**config.mk**
```make
export PLATFORM = sky130hd
export DESIGN_NAME = frame_position_weighted_means
export DESIGN_NICKNAME = d
export VERILOG_FILES = /design/src/hw/rtl/fpwm_pkg.sv /design/src/hw/rtl/fpwm_front.sv /design/src/hw/rtl/fpwm_queue.sv /design/src/hw/rtl/fpwm_div.sv /design/src/hw/rtl/fpwm_back.sv /design/src/hw/rtl/frame_position_weighted_means.sv
export SDC_FILE = /design/constraint.sdc
export NUM_CORES = 2
export LEC_CHECK = 0
export BUFFER_PORTS_ARGS = -buffer_cell sky130_fd_sc_hd__clkbuf_2
export CAP_MARGIN = 25
export CORE_MARGIN = 10
export CORE_UTILIZATION = 64
export DETAILED_ROUTE_END_ITERATION = 8
export GPL_TIMING_DRIVEN = 0
export PLACE_DENSITY_LB_ADDON = 0.12
export SYNTH_ARGS = -nofsm -noshare
export SYNTH_HDL_FRONTEND = slang
export SYNTH_SLANG_ARGS = --single-unit
export TNS_END_PERCENT = 10
```
**constraint.sdc**
```tcl
create_clock -name i_clk -period 17.1 [get_ports i_clk]
set_input_delay 2.565 -clock i_clk [delete_from_list [all_inputs] [get_ports i_clk]]
set_output_delay 2.565 -clock i_clk [all_outputs]
set_load 0.005 [all_outputs]
```
**src/hw/rtl/fpwm_pkg.sv**
```systemverilog
// Shared types and constants for the frame position-weighted means block.
`default_nettype none
package fpwm_pkg;

    localparam int IN_W    = 16;  // pixel width
    localparam int CFG_W   = 13;  // frame size register width
    localparam int ISUM_W  = 40;  // intensity sum
    localparam int WSUM_W  = 52;  // position-weighted sums
    localparam int N_W     = 26;  // pixel count, 8191 * 8191 fits
    localparam int MI_W    = 24;  // mean intensity result
    localparam int MW_W    = 36;  // weighted mean results
    localparam int APB_W   = 32;

    // frame queue, depth must be a power of two
    localparam int Q_DEPTH = 2;
    localparam int Q_AW    = $clog2(Q_DEPTH);
    localparam int Q_CW    = $clog2(Q_DEPTH + 1);

    typedef enum logic [0:0] {
        REG_FRAME_WIDTH  = 1'b0,
        REG_FRAME_HEIGHT = 1'b1
    } t_reg_idx;

    // sums of one finished frame and its pixel count
    typedef struct packed {
        logic [ISUM_W-1:0] isum;
        logic [WSUM_W-1:0] csum;
        logic [WSUM_W-1:0] rsum;
        logic [N_W-1:0]    n;
    } t_frame;

    typedef struct packed {
        logic start;
        logic step;
    } t_div_ctl;

    typedef enum logic [1:0] {
        ST_IDLE,
        ST_DIV,
        ST_DONE
    } t_back_state;

endpackage
`default_nettype wire

```
**src/hw/rtl/fpwm_front.sv**
```systemverilog
// Front end: column/row tracking and moment accumulation per pixel item.
`default_nettype none
module fpwm_front #(
    parameter int MAX_WIDTH  = 4096,
    parameter int MAX_HEIGHT = 4096
) (
    input  wire logic                       i_clk,
    input  wire logic                       i_rst_n,
    input  wire logic                       i_accept,
    input  wire logic [fpwm_pkg::IN_W-1:0]  i_pixel,
    input  wire logic [fpwm_pkg::CFG_W-1:0] i_width,
    input  wire logic [fpwm_pkg::CFG_W-1:0] i_height,
    output logic                            o_push,
    output fpwm_pkg::t_frame                o_frame
);
    import fpwm_pkg::*;

    localparam int CW = $clog2(MAX_WIDTH);
    localparam int RW = $clog2(MAX_HEIGHT);
    localparam int CPW = IN_W + CW;
    localparam int RPW = IN_W + RW;
    localparam logic [16:0] MAXW = 17'(MAX_WIDTH);
    localparam logic [16:0] MAXH = 17'(MAX_HEIGHT);

    logic [CW-1:0]     r_col, n_col;
    logic [RW-1:0]     r_row, n_row;
    logic [ISUM_W-1:0] r_isum, n_isum, sum_i;
    logic [WSUM_W-1:0] r_csum, n_csum, sum_c;
    logic [WSUM_W-1:0] r_rsum, n_rsum, sum_r;
    logic [CFG_W-1:0]  w, h;
    logic [CPW-1:0]    prod_c;
    logic [RPW-1:0]    prod_r;
    logic              last_col, last_row;

    // zero acts as one, oversize saturates
    always_comb begin
        if (i_width == '0) begin
            w = CFG_W'(1);
        end else if (17'(i_width) > MAXW) begin
            w = CFG_W'(MAXW);
        end else begin
            w = i_width;
        end
        if (i_height == '0) begin
            h = CFG_W'(1);
        end else if (17'(i_height) > MAXH) begin
            h = CFG_W'(MAXH);
        end else begin
            h = i_height;
        end
    end

    assign prod_c   = CPW'(i_pixel) * CPW'(r_col);
    assign prod_r   = RPW'(i_pixel) * RPW'(r_row);
    assign sum_i    = r_isum + ISUM_W'(i_pixel);
    assign sum_c    = r_csum + WSUM_W'(prod_c);
    assign sum_r    = r_rsum + WSUM_W'(prod_r);
    // counts past a shrunk size end the line or frame at once
    assign last_col = 17'(r_col) >= (17'(w) - 17'd1);
    assign last_row = 17'(r_row) >= (17'(h) - 17'd1);

    always_comb begin
        n_col  = r_col;
        n_row  = r_row;
        n_isum = r_isum;
        n_csum = r_csum;
        n_rsum = r_rsum;
        o_push = 1'b0;
        if (i_accept) begin
            n_isum = sum_i;
            n_csum = sum_c;
            n_rsum = sum_r;
            if (!last_col) begin
                n_col = r_col + 1'b1;
            end else begin
                n_col = '0;
                if (!last_row) begin
                    n_row = r_row + 1'b1;
                end else begin
                    n_row  = '0;
                    n_isum = '0;
                    n_csum = '0;
                    n_rsum = '0;
                    o_push = 1'b1;
                end
            end
        end
    end

    assign o_frame.isum = sum_i;
    assign o_frame.csum = sum_c;
    assign o_frame.rsum = sum_r;
    assign o_frame.n    = N_W'(w) * N_W'(h);

    always_ff @(posedge i_clk) begin
        if (!i_rst_n) begin
            r_col  <= '0;
            r_row  <= '0;
            r_isum <= '0;
            r_csum <= '0;
            r_rsum <= '0;
        end else begin
            r_col  <= n_col;
            r_row  <= n_row;
            r_isum <= n_isum;
            r_csum <= n_csum;
            r_rsum <= n_rsum;
        end
    end

endmodule
`default_nettype wire

```
**src/hw/rtl/fpwm_queue.sv**
```systemverilog
// Short queue of finished frame sums between front and back.
`default_nettype none
module fpwm_queue (
    input  wire logic             i_clk,
    input  wire logic             i_rst_n,
    input  wire logic             i_push,
    input  wire fpwm_pkg::t_frame i_data,
    input  wire logic             i_pop,
    output fpwm_pkg::t_frame      o_data,
    output logic                  o_full,
    output logic                  o_empty,
    output logic [fpwm_pkg::Q_CW-1:0] o_count
);
    import fpwm_pkg::*;

    t_frame          r_mem [Q_DEPTH];
    logic [Q_AW-1:0] r_wptr, r_rptr;
    logic [Q_CW-1:0] r_cnt;
    logic            do_push, do_pop;

    assign o_full  = r_cnt == Q_CW'(Q_DEPTH);
    assign o_empty = r_cnt == '0;
    assign o_count = r_cnt;
    assign o_data  = r_mem[r_rptr];
    assign do_push = i_push && !o_full;
    assign do_pop  = i_pop && !o_empty;

    always_ff @(posedge i_clk) begin
        if (do_push) begin
            r_mem[r_wptr] <= i_data;
        end
    end

    always_ff @(posedge i_clk) begin
        if (!i_rst_n) begin
            r_wptr <= '0;
            r_rptr <= '0;
            r_cnt  <= '0;
        end else begin
            if (do_push) begin
                r_wptr <= r_wptr + 1'b1;
            end
            if (do_pop) begin
                r_rptr <= r_rptr + 1'b1;
            end
            if (do_push && !do_pop) begin
                r_cnt <= r_cnt + 1'b1;
            end else if (do_pop && !do_push) begin
                r_cnt <= r_cnt - 1'b1;
            end
        end
    end

endmodule
`default_nettype wire

```
**src/hw/rtl/fpwm_div.sv**
```systemverilog
// One bit-per-cycle restoring divider lane: floor(sum * 2^FRAC_BITS / n).
`default_nettype none
module fpwm_div #(
    parameter int FRAC_BITS = 8,
    parameter int Q_W       = 36
) (
    input  wire logic                        i_clk,
    input  wire fpwm_pkg::t_div_ctl          i_ctl,
    input  wire logic [fpwm_pkg::WSUM_W-1:0] i_sum,
    input  wire logic [fpwm_pkg::N_W-1:0]    i_den,
    output logic [Q_W-1:0]                   o_quot
);
    import fpwm_pkg::*;

    localparam int NUM_W = WSUM_W + FRAC_BITS;

    logic [NUM_W-1:0] r_num;
    logic [N_W-1:0]   r_rem;
    logic [N_W-1:0]   r_den;
    logic [Q_W-1:0]   r_q;
    logic [N_W:0]     trial;
    logic             fits;

    assign trial  = {r_rem, r_num[NUM_W-1]};
    assign fits   = trial >= {1'b0, r_den};
    assign o_quot = r_q;

    always_ff @(posedge i_clk) begin
        if (i_ctl.start) begin
            r_num <= NUM_W'(i_sum) << FRAC_BITS;
            r_rem <= '0;
            r_den <= i_den;
            r_q   <= '0;
        end else if (i_ctl.step) begin
            r_num <= r_num << 1;
            // remainder stays below the divisor, so it fits N_W bits
            r_rem <= fits ? N_W'(trial - {1'b0, r_den}) : N_W'(trial);
            r_q   <= {r_q[Q_W-2:0], fits};
        end
    end

endmodule
`default_nettype wire

```
**src/hw/rtl/fpwm_back.sv**
```systemverilog
// Back end: takes frame sums from the queue, divides, holds the result item.
`default_nettype none
module fpwm_back #(
    parameter int FRAC_BITS = 8
) (
    input  wire logic                      i_clk,
    input  wire logic                      i_rst_n,
    input  wire logic                      i_q_empty,
    input  wire fpwm_pkg::t_frame          i_q_data,
    output logic                           o_q_pop,
    input  wire logic                      i_pop,
    output logic                           o_empty,
    output logic [fpwm_pkg::MI_W-1:0]      o_mean_intensity,
    output logic [fpwm_pkg::MW_W-1:0]      o_mean_column_weighted,
    output logic [fpwm_pkg::MW_W-1:0]      o_mean_row_weighted
);
    import fpwm_pkg::*;

    localparam int ITER  = WSUM_W + FRAC_BITS;
    localparam int CNT_W = $clog2(ITER + 1);

    t_back_state      r_state, n_state;
    logic [CNT_W-1:0] r_cnt, n_cnt;
    t_div_ctl         ctl;

    always_comb begin
        n_state   = r_state;
        n_cnt     = r_cnt;
        ctl.start = 1'b0;
        ctl.step  = 1'b0;
        o_q_pop   = 1'b0;
        o_empty   = 1'b1;
        unique case (r_state)
            ST_IDLE: begin
                if (!i_q_empty) begin
                    o_q_pop   = 1'b1;
                    ctl.start = 1'b1;
                    n_cnt     = CNT_W'(ITER);
                    n_state   = ST_DIV;
                end
            end
            ST_DIV: begin
                ctl.step = 1'b1;
                n_cnt    = r_cnt - 1'b1;
                if (r_cnt == CNT_W'(1)) begin
                    n_state = ST_DONE;
                end
            end
            ST_DONE: begin
                o_empty = 1'b0;
                if (i_pop) begin
                    n_state = ST_IDLE;
                end
            end
            default: begin
                n_state = ST_IDLE;
            end
        endcase
    end

    always_ff @(posedge i_clk) begin
        if (!i_rst_n) begin
            r_state <= ST_IDLE;
            r_cnt   <= '0;
        end else begin
            r_state <= n_state;
            r_cnt   <= n_cnt;
        end
    end

    fpwm_div #(.FRAC_BITS(FRAC_BITS), .Q_W(MI_W)) u_div_i (
        .i_clk  (i_clk),
        .i_ctl  (ctl),
        .i_sum  (WSUM_W'(i_q_data.isum)),
        .i_den  (i_q_data.n),
        .o_quot (o_mean_intensity)
    );

    fpwm_div #(.FRAC_BITS(FRAC_BITS), .Q_W(MW_W)) u_div_c (
        .i_clk  (i_clk),
        .i_ctl  (ctl),
        .i_sum  (i_q_data.csum),
        .i_den  (i_q_data.n),
        .o_quot (o_mean_column_weighted)
    );

    fpwm_div #(.FRAC_BITS(FRAC_BITS), .Q_W(MW_W)) u_div_r (
        .i_clk  (i_clk),
        .i_ctl  (ctl),
        .i_sum  (i_q_data.rsum),
        .i_den  (i_q_data.n),
        .o_quot (o_mean_row_weighted)
    );

endmodule
`default_nettype wire

```
**src/hw/rtl/frame_position_weighted_means.sv**
```systemverilog
// With the back end idle, the last pixel of a frame pushes its sums into the frame queue; the
// back end then pops them, starts the dividers and holds the result after 52 + FRAC_BITS steps.
// Throughput: one pixel item per cycle while the two-entry frame queue is not full; a full
// queue stalls all input, so frames shorter than the divide time or unpopped results stall it.
// Reset (synchronous, active low): size registers to 320 x 240, counters and sums to
// zero, frame queue and result empty.
`default_nettype none
module frame_position_weighted_means #(
    parameter int MAX_WIDTH  = 4096,
    parameter int MAX_HEIGHT = 4096,
    parameter int FRAC_BITS  = 8
) (
    input  wire logic                        i_clk,
    input  wire logic                        i_rst_n,
    input  wire logic                        push,
    output logic                             full,
    input  wire logic [fpwm_pkg::IN_W-1:0]   i_pixel,
    input  wire logic                        pop,
    output logic                             empty,
    output logic [fpwm_pkg::MI_W-1:0]        o_mean_intensity,
    output logic [fpwm_pkg::MW_W-1:0]        o_mean_column_weighted,
    output logic [fpwm_pkg::MW_W-1:0]        o_mean_row_weighted,
    input  wire logic                        psel,
    input  wire logic                        penable,
    input  wire logic                        pwrite,
    input  wire logic [2:2]                  paddr,
    input  wire logic [fpwm_pkg::APB_W-1:0]  pwdata,
    output logic [fpwm_pkg::APB_W-1:0]       prdata,
    output logic                             pready
);
    import fpwm_pkg::*;

    logic [CFG_W-1:0] r_width, r_height;
    logic             accept, fe_push, q_full, q_empty, q_pop;
    logic [Q_CW-1:0]  q_count;
    t_frame           fe_frame, q_data;
    t_reg_idx         reg_idx;

    assign pready  = 1'b1;
    assign reg_idx = t_reg_idx'(paddr[2]);
    assign full    = q_full;
    assign accept  = push && !full;

    always_comb begin
        unique case (reg_idx)
            REG_FRAME_WIDTH:  prdata = APB_W'(r_width);
            REG_FRAME_HEIGHT: prdata = APB_W'(r_height);
            default:          prdata = '0;
        endcase
    end

    always_ff @(posedge i_clk) begin
        if (!i_rst_n) begin
            r_width  <= CFG_W'(320);
            r_height <= CFG_W'(240);
        end else if (psel && penable && pwrite && pready) begin
            unique case (reg_idx)
                REG_FRAME_WIDTH:  r_width  <= pwdata[CFG_W-1:0];
                REG_FRAME_HEIGHT: r_height <= pwdata[CFG_W-1:0];
                default: ;
            endcase
        end
    end

    fpwm_front #(.MAX_WIDTH(MAX_WIDTH), .MAX_HEIGHT(MAX_HEIGHT)) u_front (
        .i_clk    (i_clk),
        .i_rst_n  (i_rst_n),
        .i_accept (accept),
        .i_pixel  (i_pixel),
        .i_width  (r_width),
        .i_height (r_height),
        .o_push   (fe_push),
        .o_frame  (fe_frame)
    );

    fpwm_queue u_queue (
        .i_clk   (i_clk),
        .i_rst_n (i_rst_n),
        .i_push  (fe_push),
        .i_data  (fe_frame),
        .i_pop   (q_pop),
        .o_data  (q_data),
        .o_full  (q_full),
        .o_empty (q_empty),
        .o_count (q_count)
    );

    fpwm_back #(.FRAC_BITS(FRAC_BITS)) u_back (
        .i_clk                  (i_clk),
        .i_rst_n                (i_rst_n),
        .i_q_empty              (q_empty),
        .i_q_data               (q_data),
        .o_q_pop                (q_pop),
        .i_pop                  (pop),
        .o_empty                (empty),
        .o_mean_intensity       (o_mean_intensity),
        .o_mean_column_weighted (o_mean_column_weighted),
        .o_mean_row_weighted    (o_mean_row_weighted)
    );

    // a frame end never finds the queue without room
    a_no_overflow: assert property (@(posedge i_clk) disable iff (!i_rst_n)
        fe_push |-> !q_full)
        else $error("frame sums pushed into a full queue");

    a_no_underflow: assert property (@(posedge i_clk) disable iff (!i_rst_n)
        q_pop |-> !q_empty)
        else $error("frame queue popped while empty");

    // a new divide must not start over a result item still waiting
    a_result_held: assert property (@(posedge i_clk) disable iff (!i_rst_n)
        q_pop |-> empty)
        else $error("divide started while result item pending");

    a_count_bound: assert property (@(posedge i_clk) disable iff (!i_rst_n)
        q_full |=> (q_count != '0) || $past(q_pop))
        else $error("frame queue count lost entries");

endmodule
`default_nettype wire
```
**Word-level counts from Yosys, hierarchy flattened**

Memory sizes are Yosys's and may differ from the RTL's. A register that Yosys moved wholly into a read port is not among the register bits.
Index checks and enable logic that the tools add are counted.

- Register bits after elaboration: 562
- Latch bits: 0
- Memory bits (writable): 340
- ROM bits: 0
- Input bits: 56
- Output and inout bits: 131
- Logic and storage cells: 121
- Memories: 1

- Add/sub/neg operators: 15
- Multiply operators: 3
- Divide/modulo/power cells: 0
- $lt $le $gt $ge: 7
- Eq/ne operators: 7
- Shift operators: 0
- Mux-type cells: 41
- Bitwise operators: 1
- Reduce and logical (&&, ||, !) cells: 23

Memory list:

| memory | depth | width | rd ports | clocked after Yosys merged registers in | write ports | line | source |
|---|---|---|---|---|---|---|---|
| u_queue.r_mem | 2 | 170 | 1 | 1 | 1 | fpwm_queue.sv:16 | `t_frame r_mem [Q_DEPTH];` |

Operators by type and width:

| operator | number |
|---|---|
| two-way mux 60 bit | 4 |
| two-way mux 52 bit | 4 |
| adder 52 x 28 -> 52 bit | 2 |
| two-way mux 48 bit | 2 |
| >= comparator 27 x 26 -> 1 bit | 3 |
| two-way mux 40 bit | 2 |
| two-way mux 26 bit | 3 |
| subtractor 26 bit | 3 |
| case mux 32 bit (2 select lines) | 1 |
| multiplier 16 x 12 -> 28 bit | 2 |
| two-way mux 13 bit | 4 |
| adder 40 x 16 -> 40 bit | 1 |
| >= comparator 12 x 17 -> 1 bit | 2 |
| subtractor 13 x 1 -> 14 bit (second input constant) | 2 |
| greater-than comparator 13 bit (second input constant) | 2 |
| logical NOT 13 bit | 2 |
| multiplier 13 x 13 -> 26 bit | 1 |
| adder 12 x 1 -> 12 bit (second input constant) | 2 |
| two-way mux 12 bit | 2 |
| case mux 6 bit (2 select lines) | 1 |
| two-way mux 1 bit | 11 |
| two-way mux 2 bit | 5 |
| AND reduction 2 bit | 4 |
| logical AND 1 bit | 7 |
| other kinds (16) | 25 |

**Logic depth before layout (Yosys ltp)**

- Word-level depth: 13
- Gate-level depth with buffers: 27
- Mapped depth without buffers: 26

**Modules after synthesis**

A second synthesis with hierarchy kept.

- Cells, all modules: 6121
- Area, all modules: 64669.5 um2

By module, submodules not included:

| module | instances | cells each | area each (um2) | sequential area each (um2) |
|---|---|---|---|---|
| fpwm_front | 1 | 3578 | 29615.9 | 3363.2 |
| fpwm_queue | 1 | 554 | 12903.6 | 10309.9 |
| fpwm_div at u_back.u_div_c | 1 | 609 | 6934.2 | 3583.4 |
| fpwm_div at u_back.u_div_r | 1 | 611 | 6924.1 | 3583.4 |
| fpwm_div at u_back.u_div_i | 1 | 583 | 6526.3 | 3343.2 |
| frame_position_weighted_means | 1 | 144 | 1368.8 | 520.5 |
| fpwm_back | 1 | 42 | 396.6 | 160.2 |

**Worst setup path after synthesis**

OpenSTA, ideal clock, no wires.

- Kind: input-to-reg
- Start: input port push
- End: memory u_queue.r_mem[0][0] (netlist name), enable pin
- Arrival time: 14.842 ns
- Data required time: 16.192 ns
- Slack: 1.350 ns
- Cell stages on the path: 5
- Path buffers: 3
- Cell sequence: nand2_1 clkbuf_1 buf_1 clkbuf_1 nor3_1

- Longest elaborated chain between the ends: 5

RTL lines:

| element | line | source |
|---|---|---|
| from (decl) | frame_position_weighted_means.sv:15 | `input wire logic push,` |
| logical AND 1 bit | frame_position_weighted_means.sv:42 | `assign accept = push && !full;` |
| two-way mux 1 bit | fpwm_front.sv:69 | `if (i_accept) begin` |
| logical AND 1 bit | fpwm_queue.sv:25 | `assign do_push = i_push && !o_full;` |
| two-way mux 1 bit | fpwm_queue.sv:29 | `if (do_push) begin` |
| two-way mux 1 bit (implied by the code) | fpwm_queue.sv:30 | `r_mem[r_wptr] <= i_data;` |
| to (decl) | fpwm_queue.sv:16 |  |

Every way passes these cells.

==> results_dict.tcl <==
set metrics [dict create \
    status "completed" \
    period_share 0.5143 \
    holdCritPathClass "reg -> reg" \
    place.gp.congestion 1.017 \
    intPower_mw 5.070 \
    die-height_um 326.9 \
    synth-seq-cells 903 \
    cp_max_fo 10 \
    dr.pass1.iters 6 \
    switching_share 0.3805 \
    fill_cells 7060 \
    placedCellCount 7582 \
    synth_mux_area_frac 0.03899 \
    critical_path_class "in -> reg" \
    grt_pass1_vias 45670 \
    synth_top_area_cell "edfxtp_1" \
    grt_max_degree 80 \
    cts_setup_buffers 0 \
    setup_viol 0 \
    syn_area_per_cell_um2 9.822 \
    start_util 0.6451 \
    rows 112 \
    switching_power_mw 3.115 \
    ctsHoldBuffers 0 \
    die_area_um2 106900 \
    cts_inserted_buffers 96 \
    insertion_delay_ns 0.69 \
    synth_top_family_by_area "adder cells" \
    rsz0062_at_grt "false" \
    io_buffers 146 \
    netlist.area_leader.share 0.2540 \
    pwr-share-clk 0.258 \
    synth_most_common_cell "nand2_1" \
    yosysWarnings 0 \
    synth_edf_count 510 \
    synth-compound-area-share 0.1156 \
    clockBufferDepth 3 \
    crit_buf_inv 7 \
    crit_arrival_ns 9.29 \
    htree_levels 3 \
    fmax_mhz 113.7 \
    slew-limit-headroom 0.2915 \
    yosys.area_share.simple 0.1380 \
    slew_violations 0 \
    cts.reportedPaths.clkPinSlew_ns 0.06 \
    regArea_um2 23180 \
    cts.sinks 903 \
    syn_inst 6139 \
    synth.area.top_cells "edfxtp_1, fa_1, dfxtp_1, ha_1, nand2_1" \
    grt_pass1_wl_mm 251.5 \
    ir_drop_v 0.0001911 \
    yosysSeqAreaShare 0.3845 \
    overflow 0 \
    final_layout_size_suffix_gt1_frac 0.07310 \
    antenna_found_initial 9 \
    power.share.combinational 0.378 \
    wl_mm 158.6 \
    dieWidth_um 326.9 \
    synth_area_um2 60300 \
    clock_skew_ns 0.03882 \
    syn_to_final_growth_pct 9.944 \
    crit_path_start_kind "input pin" \
    drt_iter0_drc 4044 \
    slowest_delay_ns 0.58 \
    hold_violations 0 \
    drc 0 \
    required_ns 17.59 \
    drv_cap 0 \
    crit_family "adder cells" \
    p_leak_nw 27.92 \
    io_pins 187 \
    cp-end-kind "register" \
    synthAdderAreaFrac 0.2230 \
    grt_usage 0.2952 \
    root_buffer "clkbuf_16" \
    vias 45840 \
    synth_flop_cell "edfxtp_1" \
    async_flop_share 0 \
    utilization 0.7092 \
    yosys-top-cells-count "nand2_1, inv_1, edfxtp_1" \
    drt.antenna.violating_nets 0 \
    tightest_slew_ns 1.063 \
    wl_per_cell_um 20.40 \
    cp_slowest_cell "fa_1" \
    finalNonFillerCells 7772 \
    synthDistinctLibCells 112 \
    cp_cell_sequence "clkbuf_2 > clkbuf_1 > nand2_1 > fa_1 > inv_1 > fa_1 > fa_1 > inv_1 > fa_1 > fa_1 > inv_1 > ha_1 > a21oi_1 > o31ai_2 > o211ai_1 > nand2_2 > a31oi_4 > o21ai_4 > a21oi_4 > buf_6 > buf_4 > a21boi_0" \
    dpl.hpwl_mm 120.1 \
    seq_power_share 0.364 \
    synth_xor_area_frac 0.03457 \
    final_nets 7284 \
    viasPerCell 5.898 \
    fin_crit_ns 8.794 \
    core_area_um2 93470 \
    power_density_nw_per_um2 123.5 \
    cp_common_cell "fa_1" \
    cts_resized 0 \
    multi_input_area_um2 33250 \
    cts_tree "done" \
]
[worst register-to-register path: stages (launching register included)]
cell	delay, ns
dfxtp_1	0.36
clkbuf_1	0.52
buf_1	0.43
nand2_1	0.15
fa_1	0.58
inv_1	0.06
fa_1	0.49
fa_1	0.53
inv_1	0.05
fa_1	0.47
fa_1	0.55
inv_1	0.04
ha_1	0.33
a21oi_1	0.42
o31ai_2	0.24
o211ai_1	0.36
nand2_2	0.18
a31oi_4	0.31
o21ai_4	0.15
a21oi_4	0.25
buf_6	0.20
buf_4	0.20
a21boi_0	0.29
[cell type report]
| type | count | area share |
|---|---|---|
| diodes | 6 | 0.0002265 |
| plain buffers | 323 | 0.02093 |
| clock buffers | 132 | 0.04013 |
| clock inverters | 49 | 0.008078 |
| inverters | 680 | 0.03858 |
| multi-input cells | 4251 | 0.5016 |
| flip-flops and latches | 903 | 0.3497 |
| well taps | 1254 | 0.02367 |
| repair buffers | 174 | 0.01706 |
[final timing paths]
path,to,slack (ns),from,cells past startpoint
hold reg to reg,u_front.r_csum[17]$_SDFFE_PN0P_,0.45,u_front.r_csum[17]$_SDFFE_PN0P_,2
setup / recovery,u_queue.r_mem[0][108]$_DFFE_PP_,8.31,i_pixel[5],22
hold / removal,u_front.r_csum[17]$_SDFFE_PN0P_,0.45,u_front.r_csum[17]$_SDFFE_PN0P_,2
setup reg to reg,u_queue.r_mem[0][108]$_DFFE_PP_,9.75,u_front.r_col[2]$_SDFFE_PN0P_,22
[layer usage]
layer / wire [um] / share of wire / vias to the layer above / track usage
li1: - / - / 21200 / -
met1: 65090 / 0.41 / 22240 / 0.3905
met2: 71730 / 0.45 / 2022 / 0.4671
met3: 15850 / 0.10 / 375 / 0.07308
met4: 5880 / 0.037 / 6 / 0.1135
met5: 34 / 0.00021 / - / 0
[power groups by stage]
stage	Combinational (mW)	Sequential (mW)	Clock [mW]
4_1_cts	3.05	2.98	2.14
2_1_floorplan	2.10	3.01	0
5_1_grt	3.41	3.02	2.22
3_5_place_dp	3.03	3.02	0
6_report	3.09	2.98	2.11
3_3_place_gp	2.91	3.07	0
[kinds of logic after synthesis]
kind of cell	count (synthesis)
XOR/XNOR	238
AND/OR/NAND/NOR	1853
other	2
multiplexers	230
flip-flops	903
buffers and inverters	1003
AO/OA/AOI/OAI	1111
adder cells (fa/ha/maj)	799
[registers in the layout (all words and copies together) (netlist names), 24 cells and up, named ones only]
signal / count
u_queue.r_mem: 340
u_back.u_div_c.r_num: 52
u_back.u_div_i.r_num: 52
u_back.u_div_r.r_num: 52
u_front.r_csum: 52
u_front.r_rsum: 52
u_front.r_isum: 40
u_back.u_div_c.o_quot: 36
u_back.u_div_r.o_quot: 36
u_back.u_div_c.r_rem: 26
u_back.u_div_i.r_rem: 26
u_back.u_div_r.r_den: 26
u_back.u_div_r.r_rem: 26
u_back.u_div_i.o_quot: 24
[through the flow]
stage                     hold slack [ns]  setup TNS [ns]  setup slack, ns  power, mW  cell area (um^2)
after global placement             0.4239        -1185.05           -7.005      5.984             62660
final                              0.4515               0            8.306      8.185             66290
after global routing               0.4769               0            8.113      8.650             66280
after floorplan                    0.4178               0            1.350      5.116             60360
after CTS                          0.4512               0            8.430      8.174             66240
after detailed placement           0.4426               0            7.751      6.050             63050
[placed cells by master (no fill, tap or decap), types with 41 or more instances in the layout]
cell / count
nand2_1: 964
inv_1: 677
edfxtp_1: 510
fa_1: 459
o21ai_0: 416
dfxtp_1: 393
ha_1: 340
nor2_1: 324
clkbuf_1: 279
a21oi_1: 238
mux2i_1: 191
and2_1: 159
xnor2_1: 150
clkbuf_2: 147
nand3_1: 108
clkbuf_16: 98
xor2_1: 88
a21o_1: 75
nor3_1: 53
a31oi_1: 45
a22oi_1: 44
and3_1: 41
(Power assumes the default switching activity.)
